===== src/rtl/core/assert_macros.svh =====
// ----------------------------------------------------------------------------
// Assertion macros
// Shared concurrent assertion forms, clocked on clk and held off during reset.
// ----------------------------------------------------------------------------
`ifndef ASSERT_MACROS_SVH
`define ASSERT_MACROS_SVH

// The property must hold at every rising edge outside reset.
`define ASSERT_CLK(lbl, prop, msg) \
	lbl: assert property (@(posedge clk) disable iff (!arst_n) prop) else $error(msg);

// The expression must never be true at a rising edge outside reset.
`define ASSERT_NEVER(lbl, expr, msg) \
	`ASSERT_CLK(lbl, !(expr), msg)

`endif


===== src/rtl/core/ttint_pkg.sv =====
// ----------------------------------------------------------------------------
// Thermistor interpolator package
// Table constants, widths, the point ROM and the types shared by the modules.
// ----------------------------------------------------------------------------
package ttint_pkg;

	localparam int TABLE_POINTS = 15;
	localparam int ADC_BITS     = 12;
	localparam int ROM_SLOTS    = 64;

	// Fixed field widths of the stream beats.
	localparam int READING_W = 12;
	localparam int TENTHS_W  = 11;
	localparam int WHOLE_W   = 8;

	// Points in use and reading width, clamped to their legal ranges.
	localparam int POINTS = (TABLE_POINTS < 2) ? 2 :
		((TABLE_POINTS > ROM_SLOTS) ? ROM_SLOTS : TABLE_POINTS);
	localparam int TOP = POINTS - 1;
	localparam int AW  = (ADC_BITS < 8) ? 8 : ((ADC_BITS > 16) ? 16 : ADC_BITS);
	localparam int RW  = (AW < READING_W) ? AW : READING_W;

	localparam int IDX_W     = $clog2(ROM_SLOTS);
	localparam int ROM_ADC_W = 16;
	localparam int DEG_W     = 8;
	localparam int BASE_W    = DEG_W + 4;
	localparam int SLOPE_W   = DEG_W + 4;
	localparam int NUM_W     = AW + SLOPE_W;
	localparam int QUOT_W    = TENTHS_W;
	localparam int SUM_W     = ((BASE_W > QUOT_W) ? BASE_W : QUOT_W) + 1;

	localparam int DIV_STAGES = 3;
	localparam int DIV_STEPS  = (QUOT_W + DIV_STAGES - 1) / DIV_STAGES;

	localparam int TEN        = 10;
	localparam int TENTHS_MAX = 2 ** TENTHS_W - 1;

	// Division by ten as a multiply by a rounded-up reciprocal; exact for any
	// value that fits in TENTHS_W bits.
	localparam int DIV10_SHIFT = 19;
	localparam int DIV10_MUL   = (2 ** DIV10_SHIFT + TEN - 1) / TEN;
	localparam int DIV10_MUL_W = $clog2(DIV10_MUL + 1);
	localparam int DIV10_PROD_W = TENTHS_W + DIV10_MUL_W;

	typedef struct packed {
		logic [ROM_ADC_W-1:0] adc;
		logic [DEG_W-1:0]     deg;
	} tab_point_t;

	// Per-item segment information that rides beside the divider.
	typedef struct packed {
		logic [BASE_W-1:0] base;
		logic              zero_w;
		logic              below;
		logic              above;
	} seg_t;

	// Point ROM: rising converter codes against whole degrees. Unlisted slots
	// read as zero.
	function automatic tab_point_t rom_point(input logic [IDX_W-1:0] idx);
		tab_point_t p;
		unique case (idx)
			IDX_W'(0):  p = '{adc: 16'd90,   deg: 8'd25};
			IDX_W'(1):  p = '{adc: 16'd110,  deg: 8'd30};
			IDX_W'(2):  p = '{adc: 16'd160,  deg: 8'd40};
			IDX_W'(3):  p = '{adc: 16'd230,  deg: 8'd50};
			IDX_W'(4):  p = '{adc: 16'd300,  deg: 8'd60};
			IDX_W'(5):  p = '{adc: 16'd390,  deg: 8'd70};
			IDX_W'(6):  p = '{adc: 16'd470,  deg: 8'd80};
			IDX_W'(7):  p = '{adc: 16'd560,  deg: 8'd90};
			IDX_W'(8):  p = '{adc: 16'd640,  deg: 8'd100};
			IDX_W'(9):  p = '{adc: 16'd710,  deg: 8'd110};
			IDX_W'(10): p = '{adc: 16'd790,  deg: 8'd120};
			IDX_W'(11): p = '{adc: 16'd870,  deg: 8'd130};
			IDX_W'(12): p = '{adc: 16'd950,  deg: 8'd140};
			IDX_W'(13): p = '{adc: 16'd1030, deg: 8'd150};
			IDX_W'(14): p = '{adc: 16'd1110, deg: 8'd160};
			default:    p = '0;
		endcase
		return p;
	endfunction

	localparam tab_point_t TOP_POINT = rom_point(IDX_W'(TOP));
	localparam int TOP_BASE   = int'(TOP_POINT.deg) * TEN;
	localparam int TOP_TENTHS = (TOP_BASE > TENTHS_MAX) ? TENTHS_MAX : TOP_BASE;

endpackage


===== src/rtl/core/ttint_div.sv =====
// ----------------------------------------------------------------------------
// Pipelined segment divider
// Restoring unsigned divide over three register stages with an overflow flag.
// ----------------------------------------------------------------------------
module ttint_div
	import ttint_pkg::*;
(
	input  logic              clk,
	input  logic              arst_n,
	input  logic              en,
	input  logic              in_valid,
	input  logic [NUM_W-1:0]  num,
	input  logic [ROM_ADC_W-1:0] den,
	input  seg_t              tag_in,
	output logic              out_valid,
	output logic [QUOT_W-1:0] quot,
	output logic              ovf,
	output seg_t              tag_out
);

	typedef struct packed {
		logic [NUM_W-1:0]  rem;
		logic [QUOT_W-1:0] quot;
	} div_part_t;

	// Resolves up to DIV_STEPS quotient bits, highest first. The remainder is
	// known to be below den shifted one past the first bit.
	function automatic div_part_t div_steps(input div_part_t a, input logic [NUM_W-1:0] d,
			input int first);
		div_part_t r;
		int b;
		r = a;
		for (int s = 0; s < DIV_STEPS; s++) begin
			b = first - s;
			if (b >= 0) begin
				if ((r.rem >> b) >= d) begin
					r.rem     = r.rem - (d << b);
					r.quot[b] = 1'b1;
				end
			end
		end
		return r;
	endfunction

	logic [NUM_W-1:0] den_w;
	div_part_t        part_in, part1, part2, part3;
	logic             ovf_in;

	logic             v_s1, v_s2, v_s3;
	div_part_t        part_s1, part_s2, part_s3;
	logic [NUM_W-1:0] den_s1, den_s2;
	logic             ovf_s1, ovf_s2, ovf_s3;
	seg_t             tag_s1, tag_s2, tag_s3;

	always_comb begin
		den_w   = NUM_W'(den);
		ovf_in  = (num >> QUOT_W) >= den_w;
		part_in = '{rem: num, quot: '0};
		part1   = div_steps(part_in, den_w, QUOT_W - 1);
		part2   = div_steps(part_s1, den_s1, QUOT_W - 1 - DIV_STEPS);
		part3   = div_steps(part_s2, den_s2, QUOT_W - 1 - 2 * DIV_STEPS);
	end

	always_ff @(posedge clk or negedge arst_n) begin
		if (!arst_n) begin
			v_s1 <= 1'b0;
			v_s2 <= 1'b0;
			v_s3 <= 1'b0;
		end else if (en) begin
			v_s1 <= in_valid;
			v_s2 <= v_s1;
			v_s3 <= v_s2;
		end
	end

	always_ff @(posedge clk) begin
		if (en) begin
			part_s1 <= part1;
			den_s1  <= den_w;
			ovf_s1  <= ovf_in;
			tag_s1  <= tag_in;
			part_s2 <= part2;
			den_s2  <= den_s1;
			ovf_s2  <= ovf_s1;
			tag_s2  <= tag_s1;
			part_s3 <= part3;
			ovf_s3  <= ovf_s2;
			tag_s3  <= tag_s2;
		end
	end

	assign out_valid = v_s3;
	assign quot      = part_s3.quot;
	assign ovf       = ovf_s3;
	assign tag_out   = tag_s3;

endmodule


===== src/rtl/core/thermistor_table_interpolator.sv =====
// ----------------------------------------------------------------------------
// Thermistor table interpolator
// Converts converter readings to tenths of a degree by piecewise linear
// interpolation over a fixed point ROM, one beat per cycle while the sink keeps up.
// ----------------------------------------------------------------------------
//
//   Channel  Direction  Beat contents
//   s_axis   in         tdata: adc_reading
//   m_axis   out        tdata: temp_tenths, temp_whole; tuser: below_range,
//                       above_range
//
// A new beat may enter every cycle while the output is not held by the sink.
// The pipeline holds the segment search, the slope multiply, the three-stage
// restoring divider and the final divide by ten. Reset clears only the stage
// valid bits; the block keeps no other state. When the output beat is held by
// the sink, the whole pipeline freezes and s_axis_tready drops, so no beat is
// lost or repeated.
//
`include "assert_macros.svh"

module thermistor_table_interpolator
	import ttint_pkg::*;
(
	input  logic        clk,
	input  logic        arst_n,
	// Input beats.
	input  logic        s_axis_tvalid,
	output logic        s_axis_tready,
	input  logic [15:0] s_axis_tdata,   // [11:0] adc_reading, [15:12] zero
	// Output beats.
	output logic        m_axis_tvalid,
	input  logic        m_axis_tready,
	output logic [23:0] m_axis_tdata,   // [10:0] temp_tenths, [18:11] temp_whole,
	                                    // [23:19] zero
	output logic [1:0]  m_axis_tuser    // [0] below_range, [1] above_range
);

	// One enable moves every stage. The pipeline advances whenever the output
	// register is empty or is being emptied this cycle.
	logic en;
	assign en            = !m_axis_tvalid || m_axis_tready;
	assign s_axis_tready = en;

	// Stage 1: capture the reading, keeping only the converter's bits.
	logic                 v_s1;
	logic [AW-1:0]        r_s1;

	// Stage 2: compare the reading against every lower segment point at once.
	logic                 v_s2;
	logic [ROM_ADC_W-1:0] r_s2;
	logic [TOP-1:0]       ge_s2;
	logic                 above_s2;
	logic [TOP-1:0]       ge_c;
	logic [ROM_ADC_W-1:0] r_wide;
	tab_point_t           pt_c;

	// Stage 3: pick the segment and form the divide operands.
	logic                 v_s3;
	logic [AW-1:0]        diff_s3;
	logic [SLOPE_W-1:0]   slope_s3;
	logic [ROM_ADC_W-1:0] den_s3;
	seg_t                 seg_s3;
	logic [IDX_W-1:0]     idx_c;
	logic                 found_c;
	tab_point_t           lo_c, hi_c;
	seg_t                 seg_c;

	// Stage 4: numerator product.
	logic                 v_s4;
	logic [NUM_W-1:0]     num_s4;
	logic [ROM_ADC_W-1:0] den_s4;
	seg_t                 seg_s4;

	// Stages 5 to 7 live in the divider.
	logic                 d_valid;
	logic [QUOT_W-1:0]    d_quot;
	logic                 d_ovf;
	seg_t                 d_seg;

	// Stage 8: add the base, saturate and apply the range cases.
	logic                 v_s8;
	logic [TENTHS_W-1:0]  tenths_s8;
	logic                 below_s8, above_s8;
	logic [SUM_W-1:0]     sum_c;
	logic [TENTHS_W-1:0]  tenths_c;

	// Stage 9: output register with whole degrees.
	logic                 v_s9;
	logic [TENTHS_W-1:0]  tenths_s9;
	logic [WHOLE_W-1:0]   whole_s9;
	logic                 below_s9, above_s9;
	logic [DIV10_PROD_W-1:0] prod10_c;

	always_comb begin
		r_wide = ROM_ADC_W'(r_s1);
		pt_c   = '0;
		for (int i = 0; i < TOP; i++) begin
			pt_c    = rom_point(IDX_W'(i));
			ge_c[i] = r_wide >= pt_c.adc;
		end
	end

	// The highest lower point at or below the reading names the segment.
	always_comb begin
		idx_c   = '0;
		found_c = 1'b0;
		for (int i = 0; i < TOP; i++) begin
			if (ge_s2[i]) begin
				idx_c   = IDX_W'(i);
				found_c = 1'b1;
			end
		end
		lo_c = rom_point(idx_c);
		hi_c = rom_point(idx_c + IDX_W'(1));

		seg_c.above  = above_s2;
		seg_c.below  = !above_s2 && !found_c;
		seg_c.zero_w = (hi_c.adc == lo_c.adc);
		if (above_s2) begin
			seg_c.base = BASE_W'(TOP_BASE);
		end else begin
			seg_c.base = BASE_W'(lo_c.deg) * BASE_W'(TEN);
		end
	end

	always_comb begin
		if (d_seg.below) begin
			tenths_c = '0;
			sum_c    = '0;
		end else begin
			if (d_seg.above || d_seg.zero_w) begin
				sum_c = SUM_W'(d_seg.base);
			end else if (d_ovf) begin
				sum_c = SUM_W'(TENTHS_MAX) + SUM_W'(1);
			end else begin
				sum_c = SUM_W'(d_seg.base) + SUM_W'(d_quot);
			end
			if (sum_c > SUM_W'(TENTHS_MAX)) begin
				tenths_c = TENTHS_W'(TENTHS_MAX);
			end else begin
				tenths_c = sum_c[TENTHS_W-1:0];
			end
		end
	end

	assign prod10_c = DIV10_PROD_W'(tenths_s8) * DIV10_PROD_W'(DIV10_MUL);

	always_ff @(posedge clk or negedge arst_n) begin
		if (!arst_n) begin
			v_s1 <= 1'b0;
			v_s2 <= 1'b0;
			v_s3 <= 1'b0;
			v_s4 <= 1'b0;
			v_s8 <= 1'b0;
			v_s9 <= 1'b0;
		end else if (en) begin
			v_s1 <= s_axis_tvalid;
			v_s2 <= v_s1;
			v_s3 <= v_s2;
			v_s4 <= v_s3;
			v_s8 <= d_valid;
			v_s9 <= v_s8;
		end
	end

	always_ff @(posedge clk) begin
		if (en) begin
			r_s1      <= AW'(s_axis_tdata[RW-1:0]);
			r_s2      <= r_wide;
			ge_s2     <= ge_c;
			above_s2  <= r_wide >= TOP_POINT.adc;
			diff_s3   <= AW'(r_s2 - lo_c.adc);
			slope_s3  <= SLOPE_W'(DEG_W'(hi_c.deg - lo_c.deg)) * SLOPE_W'(TEN);
			den_s3    <= hi_c.adc - lo_c.adc;
			seg_s3    <= seg_c;
			num_s4    <= NUM_W'(diff_s3) * NUM_W'(slope_s3);
			den_s4    <= den_s3;
			seg_s4    <= seg_s3;
			tenths_s8 <= tenths_c;
			below_s8  <= d_seg.below;
			above_s8  <= d_seg.above;
			tenths_s9 <= tenths_s8;
			whole_s9  <= WHOLE_W'(prod10_c >> DIV10_SHIFT);
			below_s9  <= below_s8;
			above_s9  <= above_s8;
		end
	end

	ttint_div u_div (
		.clk       (clk),
		.arst_n    (arst_n),
		.en        (en),
		.in_valid  (v_s4),
		.num       (num_s4),
		.den       (den_s4),
		.tag_in    (seg_s4),
		.out_valid (d_valid),
		.quot      (d_quot),
		.ovf       (d_ovf),
		.tag_out   (d_seg)
	);

	assign m_axis_tvalid = v_s9;
	assign m_axis_tdata  = {(24 - TENTHS_W - WHOLE_W)'(0), whole_s9, tenths_s9};
	assign m_axis_tuser  = {above_s9, below_s9};

	// A reading cannot be both under the first point and at the top.
	`ASSERT_NEVER(a_range_excl, v_s9 && below_s9 && above_s9, "both range flags set")

	// Readings under the table report zero in both temperature fields.
	`ASSERT_CLK(a_below_zero, (v_s9 && below_s9) |-> (tenths_s9 == '0 && whole_s9 == '0),
		"below range result not zero")

	// Saturated readings report the top table temperature.
	`ASSERT_CLK(a_above_top, (v_s9 && above_s9) |-> (tenths_s9 == TENTHS_W'(TOP_TENTHS)),
		"above range result not the top temperature")

	// Whole degrees agree with tenths.
	`ASSERT_CLK(a_whole_match, v_s9 |-> ((12'(whole_s9) * 12'd10 <= 12'(tenths_s9)) &&
		(12'(tenths_s9) < 12'(whole_s9) * 12'd10 + 12'd10)), "whole degrees mismatch")

endmodule


===== config.mk =====
export PLATFORM = sky130hd
export DESIGN_NAME = thermistor_table_interpolator
export DESIGN_NICKNAME = d
export VERILOG_FILES = /design/src/rtl/core/ttint_pkg.sv /design/src/rtl/core/ttint_div.sv /design/src/rtl/core/thermistor_table_interpolator.sv
export VERILOG_INCLUDE_DIRS = /design/src /design/src/rtl/core
export SDC_FILE = /design/constraint.sdc
export NUM_CORES = 1
export LEC_CHECK = 0
export ABC_AREA = 1
export BUFFER_PORTS_ARGS = -buffer_cell sky130_fd_sc_hd__clkbuf_2
export CAP_MARGIN = 20
export CORE_MARGIN = 1.5
export CORE_UTILIZATION = 40
export CTS_BUF_LIST = sky130_fd_sc_hd__clkbuf_8
export DETAILED_ROUTE_END_ITERATION = 7
export GPL_TIMING_DRIVEN = 1
export MAX_ROUTING_LAYER = met4
export PLACE_DENSITY_LB_ADDON = 0.25
export SYNTH_ARGS = -nofsm -noshare
export SYNTH_HDL_FRONTEND = slang
export SYNTH_HIERARCHICAL = 1
export SYNTH_SLANG_ARGS = --single-unit

===== constraint.sdc =====
create_clock -name clk -period 8.15 [get_ports clk]
set_clock_uncertainty 0.05 [all_clocks]
set_input_delay 0.815 -clock clk [delete_from_list [all_inputs] [get_ports clk]]
set_output_delay 0.815 -clock clk [all_outputs]
set_load 0.02 [all_outputs]

==> results.md, run 1 <==
- Core ar.: 77,720 µm²
- Gr usage total: 19.47%
- EDFF count, synth: 328
- Die W: 283.8 µm
- Nets: 4,718
- Final ANT Viol Nets: 0
- Hold path depth: 1
- Total number of vias: 25,850
- GR Overflow Total: 0
- Tmin final: 7798 ps
- Clock-pin transition on the worst setup and hold timing paths: 70 ps
- Filler instances: 7,515
- Highest-delay cell along the critical path: edfxtp_1
- Async SR Flop Fraction: 2.671%
- Fmax: 128.2 MHz
- Fin crit share: 95.68%
- Main synth FF type: edfxtp_1
- Area used by multi-input combinational logic: 19,630 µm²
- CP Max Fanout: 7
- Unrepaired setup endpoints after global routing: yes
- Synth unique cells: 66
- Vias per inst: 4.918
- Worst path max stage delay: 460 ps
- Worst hold path class: primary input to flop
- Worst EP required: 8530 ps
- Slew Limit Headroom: 37.42%
- Initial DRC count: 1,253
- Layout Utilization: 48.54%
- CTS Buf Count: 60
- Final setup violation count: 0
- Final-report hold violation count: 0
- Final wirelength: 77,340 µm
- Crit path DAT: 8180 ps
- Synth Area per Inst: 8.454 µm²
- IO Port Bufs: 38
- Most frequent cells in the layout: nand2_1, inv_1, buf_4, ha_1, edfxtp_1
- Drt drc: 0
- Max-slew violations: 0
- Worst-Skew Late Latency: 680 ps
- HPWL Detailed: 62,550 µm
- Pin count of the biggest net entering global routing: 144
- Initial antenna violation count: 1
- CTS H-Tree Depth: 2
- Crit-path most repeated cell: nand2_1
- Clock sink total: 337
- Measured slew at the worst slew-check pin: 938.7 ps
- Site Rows: 102
- Area Growth Syn to Fin: 19.63%
- Die ar.: 80,530 µm²
- Crit end category: flop
- Share of layout cells above drive strength 1: 17.43%
- Syn Inst Count: 3,730
- Number of global-route vias before repair: 25,130
- Commonest non-fill, non-tap cell in the layout: nand2_1
- Sequential cell area: 10,070 µm²
- Clk buf depth: 3
- R2R cell count: 53
- YS warnings: 6
- DR pass1 iterations: 5
- Drt wl/cell: 14.71 µm
- # IOs: 48
- Cell Area, Synth: 31,530 µm²
- Status: complete, no violations
- Initial core utilization: 40.57%
- Die Y: 283.8 µm
- Gpl congestion: 0.9122
- Synth Register Bits: 337
- Sequential fraction of the synthesis area: 31.95%
- Critical Path Start Type: flop
- First-pass GRT wire length: 124,900 µm
- Crit Path Category: flop to flop
- TritonCTS clock tree: built
- Root Driver: clkbuf_8
- Max Cap Violations: 0
==> metrics by stage <==
step	std cells	hold slack [ps]	setup WS [ps]	cell area, µm²	setup TNS, ps
after floorplan	3742	350.3	13.68	31580	0
after global placement	5108	351.4	-82.62	35460	-1342
after detailed placement	5108	354.5	-209.6	35460	-3645
after CTS	5223	207.8	16.99	36830	0
after global routing	5257	225.9	-65.61	37720	-433.1
final	5257	256.4	351.7	37720	0
==> cells in the mapped netlist (4+ instances only) <==
master     instances  area (µm²)
nand2_1          812        3048
inv_1            566        2125
ha_1             389        4867
edfxtp_1         328        9849
a21oi_1          288        1441
nor2_1           233       874.6
o21ai_0          224        1121
fa_1             143        2863
nand3_1          134       670.6
xor2_1           118        1033
xnor2_1           73       639.4
clkbuf_1          51       191.4
nand4_1           37       231.5
nor3_1            29       145.1
a31oi_1           19       118.9
or2_2             18       112.6
inv_2             17       63.81
o21bai_1          17       127.6
nand2_2           15       93.84
a21o_1            14       105.1
nor4_1            13       81.33
o21ai_1           13       65.06
nand3_2           12       120.1
nand3b_1          11       82.58
o21a_1            11       82.58
a211oi_1           9       67.56
dfrtp_1            9       225.2
o211ai_1           9       67.56
a21boi_0           8       60.06
buf_4              8       60.06
nand2_4            8       90.09
nor2_2             7       43.79
nor2_4             7       78.83
o221ai_1           7       61.31
o31ai_1            7       52.55
a21oi_2            6       52.55
buf_2              6       30.03
buf_6              5       56.30
mux2_2             5       56.30
o2111ai_1          4       35.03
==> worst max-delay path, delay by kind of cell (launching register included) <==
kind	cells	cell delay, ps
fa+ha+maj	4	1130
flops	1	460
compound gates	16	2130
buf+inv	9	1060
simple gates	24	2670
==> sequential cells by signal, indices dropped and copies added, names as in the netlist, 11 cells and up <==
signal / flops
den_s3: 15
den_s4: 15
diff_s3: 12
ge_s2: 14
num_s4: 23
r_s1: 12
r_s2: 12
seg_s3: 14
seg_s4: 14
slope_s3: 11
tenths_s8: 11
tenths_s9: 11
u_div/den_s1: 16
u_div/den_s2: 16
u_div/part_s1: 24
u_div/part_s2: 24
u_div/quot: 11
u_div/tag_out: 15
u_div/tag_s1: 15
u_div/tag_s2: 15
==> per-layer routing <==
metal  vias to the layer above  wire [µm]  track usage, %
li1                      13320          -               -
met1                     11940      35080           24.55
met2                       458      37050           32.54
met3                       140       2687           2.122
met4                         0       2524           6.537
met5                         -          0               -
==> worst paths after layout <==
| path | startpoint | end | slack, ps |
|---|---|---|---|
| worst max-delay path | u_div/den_s1[6] | u_div/part_s2[23] | 350 |
| worst min-delay path | s_axis_tdata[2] | r_s1[2] | 260 |
| worst max register to register | u_div/den_s1[6] | u_div/part_s2[23] | 350 |
| worst min register to register | den_s3[14] | den_s4[14] | 350 |
| max in group asynchronous | arst_n | m_axis_tvalid | 7360 |
| min in group asynchronous | arst_n | u_div/v_s1 | 490 |
==> cells by family (layout without fill, tap and decap cells) <==
| logic type | after synthesis | count (layout) | synth area share [%] |
|---|---|---|---|
| AO/OA/AOI/OAI | 659 | 659 | 11.61 |
| XOR/XNOR | 191 | 191 | 5.305 |
| adder cells (fa/ha/maj) | 532 | 532 | 24.51 |
| buffers and inverters | 655 | 1125 | 8.035 |
| flip-flops | 337 | 337 | 31.95 |
| multiplexers | 5 | 5 | 0.1785 |
| other | 1 | 14 | 0.01189 |
| AND/OR/NAND/NOR | 1350 | 1354 | 18.39 |
==> what timing repair did <==
item	in CTS	in global routing
endpoints found under the hold margin	9	0
hold buffers	1	0
gates cloned	1	4
endpoints found under the setup margin	23	41
buffers inserted	1	29
gates resized for setup	8	177
pin swaps	2	46
==> layout make-up <==
| cell class | count | share of cell area, % |
|---|---|---|
| antenna | 1 | 0.006633 |
| clock buffer | 61 | 2.226 |
| clock inverter | 51 | 1.277 |
| inverter | 584 | 5.847 |
| multi-input combinational | 2754 | 52.04 |
| sequential | 337 | 26.71 |
| tap | 1040 | 3.449 |
| timing repair buffer | 429 | 8.451 |
Power of run 1 is not shown: default switching activity piles up to over one toggle a cycle in this logic, so the estimate is an artifact.
==> run 2, diff against run 1 <==
Settings changed: SYNTH_HIERARCHICAL 1 to not set.
==> run 2 against run 1 <==
Synthesized cell count decreased by 8.8%. Via count decreased by 8.3%. Wire length decreased by 10%. Final area decreased by 3.3%. Count of clock-buffer cells in the layout increased by 1. Maximum frequency decreased by 0.65%. Hold slack improved by 27 ps. Sequential share of layout area increased by 0.35 points. Sequential cell count decreased by 7.
==> results.md, run 2 <==
- Status: complete, no violations (unchanged)
- Number of global-route vias before repair: 23,400 (was 25,130)
- R2R setup slack: 300 ps (was 350 ps)
- Commonest non-fill, non-tap cell in the layout: nand2_1 (unchanged)
- Gpl congestion: 0.9275 (was 0.9122)
- Synth Area per Inst: 8.764 µm² (was 8.454 µm²)
- Largest cells by area after synthesis: edfxtp_1, ha_1, fa_1, nand2_1, inv_1 (was edfxtp_1, ha_1, nand2_1, fa_1, inv_1)
- Area fraction of the dominant cell type after synthesis: 32.34% (was 31.24%)
- Clock sink total: 330 (was 337)
- Root Driver: clkbuf_8 (unchanged)
- Most numerous cell in the Yosys netlist: nand2_1 (unchanged)
- GR Overflow Total: 0 (unchanged)
- Share of layout cells above drive strength 1: 20.68% (was 17.43%)
- Crit-path most repeated cell: nand2_1 (unchanged)
- Final setup margin: 300.4 ps (was 351.7 ps)
- Non-Filler Instances: 4,892 (was 5,257)
- Hold path depth: 1 (unchanged)
- Synth area leader: edfxtp_1 (unchanged)
- Synth top cells by count: nand2_1, inv_1, ha_1 (unchanged)
- Highest-delay cell along the critical path: edfxtp_1 (unchanged)
- TritonCTS clock tree: built (unchanged)
- Core ar.: 73,330 µm² (was 77,720 µm²)
- Sequential fraction of the synthesis area: 33.09% (was 31.95%)
- Critical Path Start Type: flop (unchanged)
- R2R cell count: 53 (unchanged)
- Dpl cell area: 33,980 µm² (was 35,460 µm²)
- YS warnings: 0 (was 6)
- DR pass1 iterations: 6 (was 5)
- Worst r2r dst: u_div.part_s2[34] (was u_div/part_s2[23])
- Fin area: 36,460 µm² (was 37,720 µm²)
- Cell Area, Synth: 29,810 µm² (was 31,530 µm²)
- Main synth FF type: edfxtp_1 (unchanged)
- Tmin final: 7850 ps (was 7798 ps)
- First-pass GRT wire length: 110,500 µm (was 124,900 µm)
- Pre-CTS setup slack: -502.3 ps (was -209.6 ps)
- Initial DRC count: 965 (was 1,253)
- Initial core utilization: 40.65% (was 40.57%)
- Max-slew violations: 0 (unchanged)
- Slew Limit Headroom: 37.18% (was 37.42%)
- Crit Path Category: flop to flop (unchanged)
- Drt drc: 0 (unchanged)
- Nets: 4,428 (was 4,718)
- HPWL Detailed: 55,720 µm (was 62,550 µm)
- Clk buf depth: 3 (unchanged)
- # IOs: 48 (unchanged)
- Die ar.: 76,170 µm² (was 80,530 µm²)
- RR Startpoint: u_div.den_s1[15] (was u_div/den_s1[6])
- Crit path DAT: 8210 ps (was 8180 ps)
- Crit end category: flop (unchanged)
- CP Max Fanout: 8 (was 7)
- Async SR Flop Fraction: 2.727% (was 2.671%)
- Synth Register Bits: 330 (was 337)
- IO Port Bufs: 38 (unchanged)
- Final-report hold violation count: 0 (unchanged)
- Fmax: 127.4 MHz (was 128.2 MHz)
- Drt wl/cell: 14.21 µm (was 14.71 µm)
- Worst EP required: 8510 ps (was 8530 ps)
- Final wirelength: 69,540 µm (was 77,340 µm)
- Site Rows: 99 (was 102)
- Gr usage total: 18.44% (was 19.47%)
- Unrepaired setup endpoints after global routing: yes (unchanged)
- Vias per inst: 4.847 (was 4.918)
- Syn Inst Count: 3,401 (was 3,730)
- Clock-pin transition on the worst setup and hold timing paths: 60 ps (was 70 ps)
- Worst-Skew Late Latency: 670 ps (was 680 ps)
- Worst path max stage delay: 400 ps (was 460 ps)
- Final setup violation count: 0 (unchanged)
- Min-delay src: s_axis_tdata[4] (was s_axis_tdata[2])
- Final ANT Viol Nets: 0 (unchanged)
- Max Cap Violations: 0 (unchanged)
- Fin crit share: 96.31% (was 95.68%)
- Die Y: 276.0 µm (was 283.8 µm)
- Pin count of the biggest net entering global routing: 156 (was 144)
- Measured slew at the worst slew-check pin: 941.5 ps (was 938.7 ps)
- CTS Buf Count: 57 (was 60)
- Largest regs: num_s4 x23, u_div.part_s1 x23, u_div.part_s2 x23 (was u_div/part_s1 x24, u_div/part_s2 x24, num_s4 x23)
- Synth unique cells: 61 (was 66)
- CTS H-Tree Depth: 2 (unchanged)
- Initial antenna violation count: 1 (unchanged)
- Worst hold path class: primary input to flop (unchanged)
- Total number of vias: 23,710 (was 25,850)
- Placed insts: 4,737 (was 5,108)
- Most frequent cells in the layout: nand2_1, inv_1, buf_4, ha_1, edfxtp_1 (unchanged)
- Area Growth Syn to Fin: 22.33% (was 19.63%)
- WHS Endpoint: r_s1[4] (was r_s1[2])
- EDFF count, synth: 321 (was 328)
- Die W: 276.0 µm (was 283.8 µm)
==> run 2: per-layer routing <==
metal  track usage, %  share of wire, %
met5                -                 0
met4            6.322               3.1
met3            2.497               3.1
met2            32.28                50
met1            21.66                44
==> run 2: cell type report <==
class	instances	area, µm²
well taps	959	1200
flip-flops and latches	330	9864
repair buffers	487	3751
diodes	1	2.502
clock buffers	62	853.3
inverters	557	2117
clock inverters	42	267.8
repair inverters	2	17.52
multi-input cells	2452	18390
fillers	6918	36870
==> run 2: what timing repair did <==
action	in CTS	in global routing
hold buffers	1	0
endpoints found under the setup margin	38	38
hold endpoints to repair	9	0
gates cloned	0	7
buffers inserted	7	36
gates resized for setup	43	198
pin swaps	8	73
==> run 2: worst max path at each step <==
| stage | start | end | slack (ps) | depth (start not counted) |
|---|---|---|---|---|
| final | u_div.den_s1[15] | u_div.part_s2[34] | 300 | 53 |
| after detailed placement | num_s4[13] | u_div.part_s1[22] | -500 | 49 |
| after CTS | u_div.den_s1[11] | u_div.part_s2[24] | 2 | 52 |
| after global routing | num_s4[13] | u_div.part_s1[34] | -160 | 48 |
| after floorplan | den_s4[5] | u_div.part_s1[22] | 10 | 50 |
| after global placement | u_div.den_s1[9] | u_div.part_s2[33] | -290 | 51 |
==> run 2: critical path: cells and delay by family, from the launching register on <==
kind	cells	cell delay (ps)
simple gates	22	2490
compound gates	17	2340
buf+inv	10	1200
fa+ha+maj	4	1110
flops	1	400
==> run 2: cells by family after synthesis <==
logic type / after synthesis / synth area share, %
adder cells (fa/ha/maj): 521 / 25.47
buffers and inverters: 623 / 8.110
XOR/XNOR: 189 / 5.553
AND/OR/NAND/NOR: 1139 / 16.56
other: 1 / 0.01258
multiplexers: 5 / 0.1889
AO/OA/AOI/OAI: 593 / 11.01
flip-flops: 330 / 33.09
==> run 2: metrics by stage <==
| step | hold slack (ps) | setup TNS [ps] | utilization [%] |
|---|---|---|---|
| after floorplan | 350.3 | 0 | - |
| after global placement | 351.4 | -9482 | 46.34 |
| after detailed placement | 354.5 | -15470 | 46.34 |
| after CTS | 213.1 | 0 | 48.06 |
| after global routing | 223.7 | -3738 | 49.73 |
| final | 283.9 | 0 | 49.73 |
Power of run 2 is left out for the same reason.
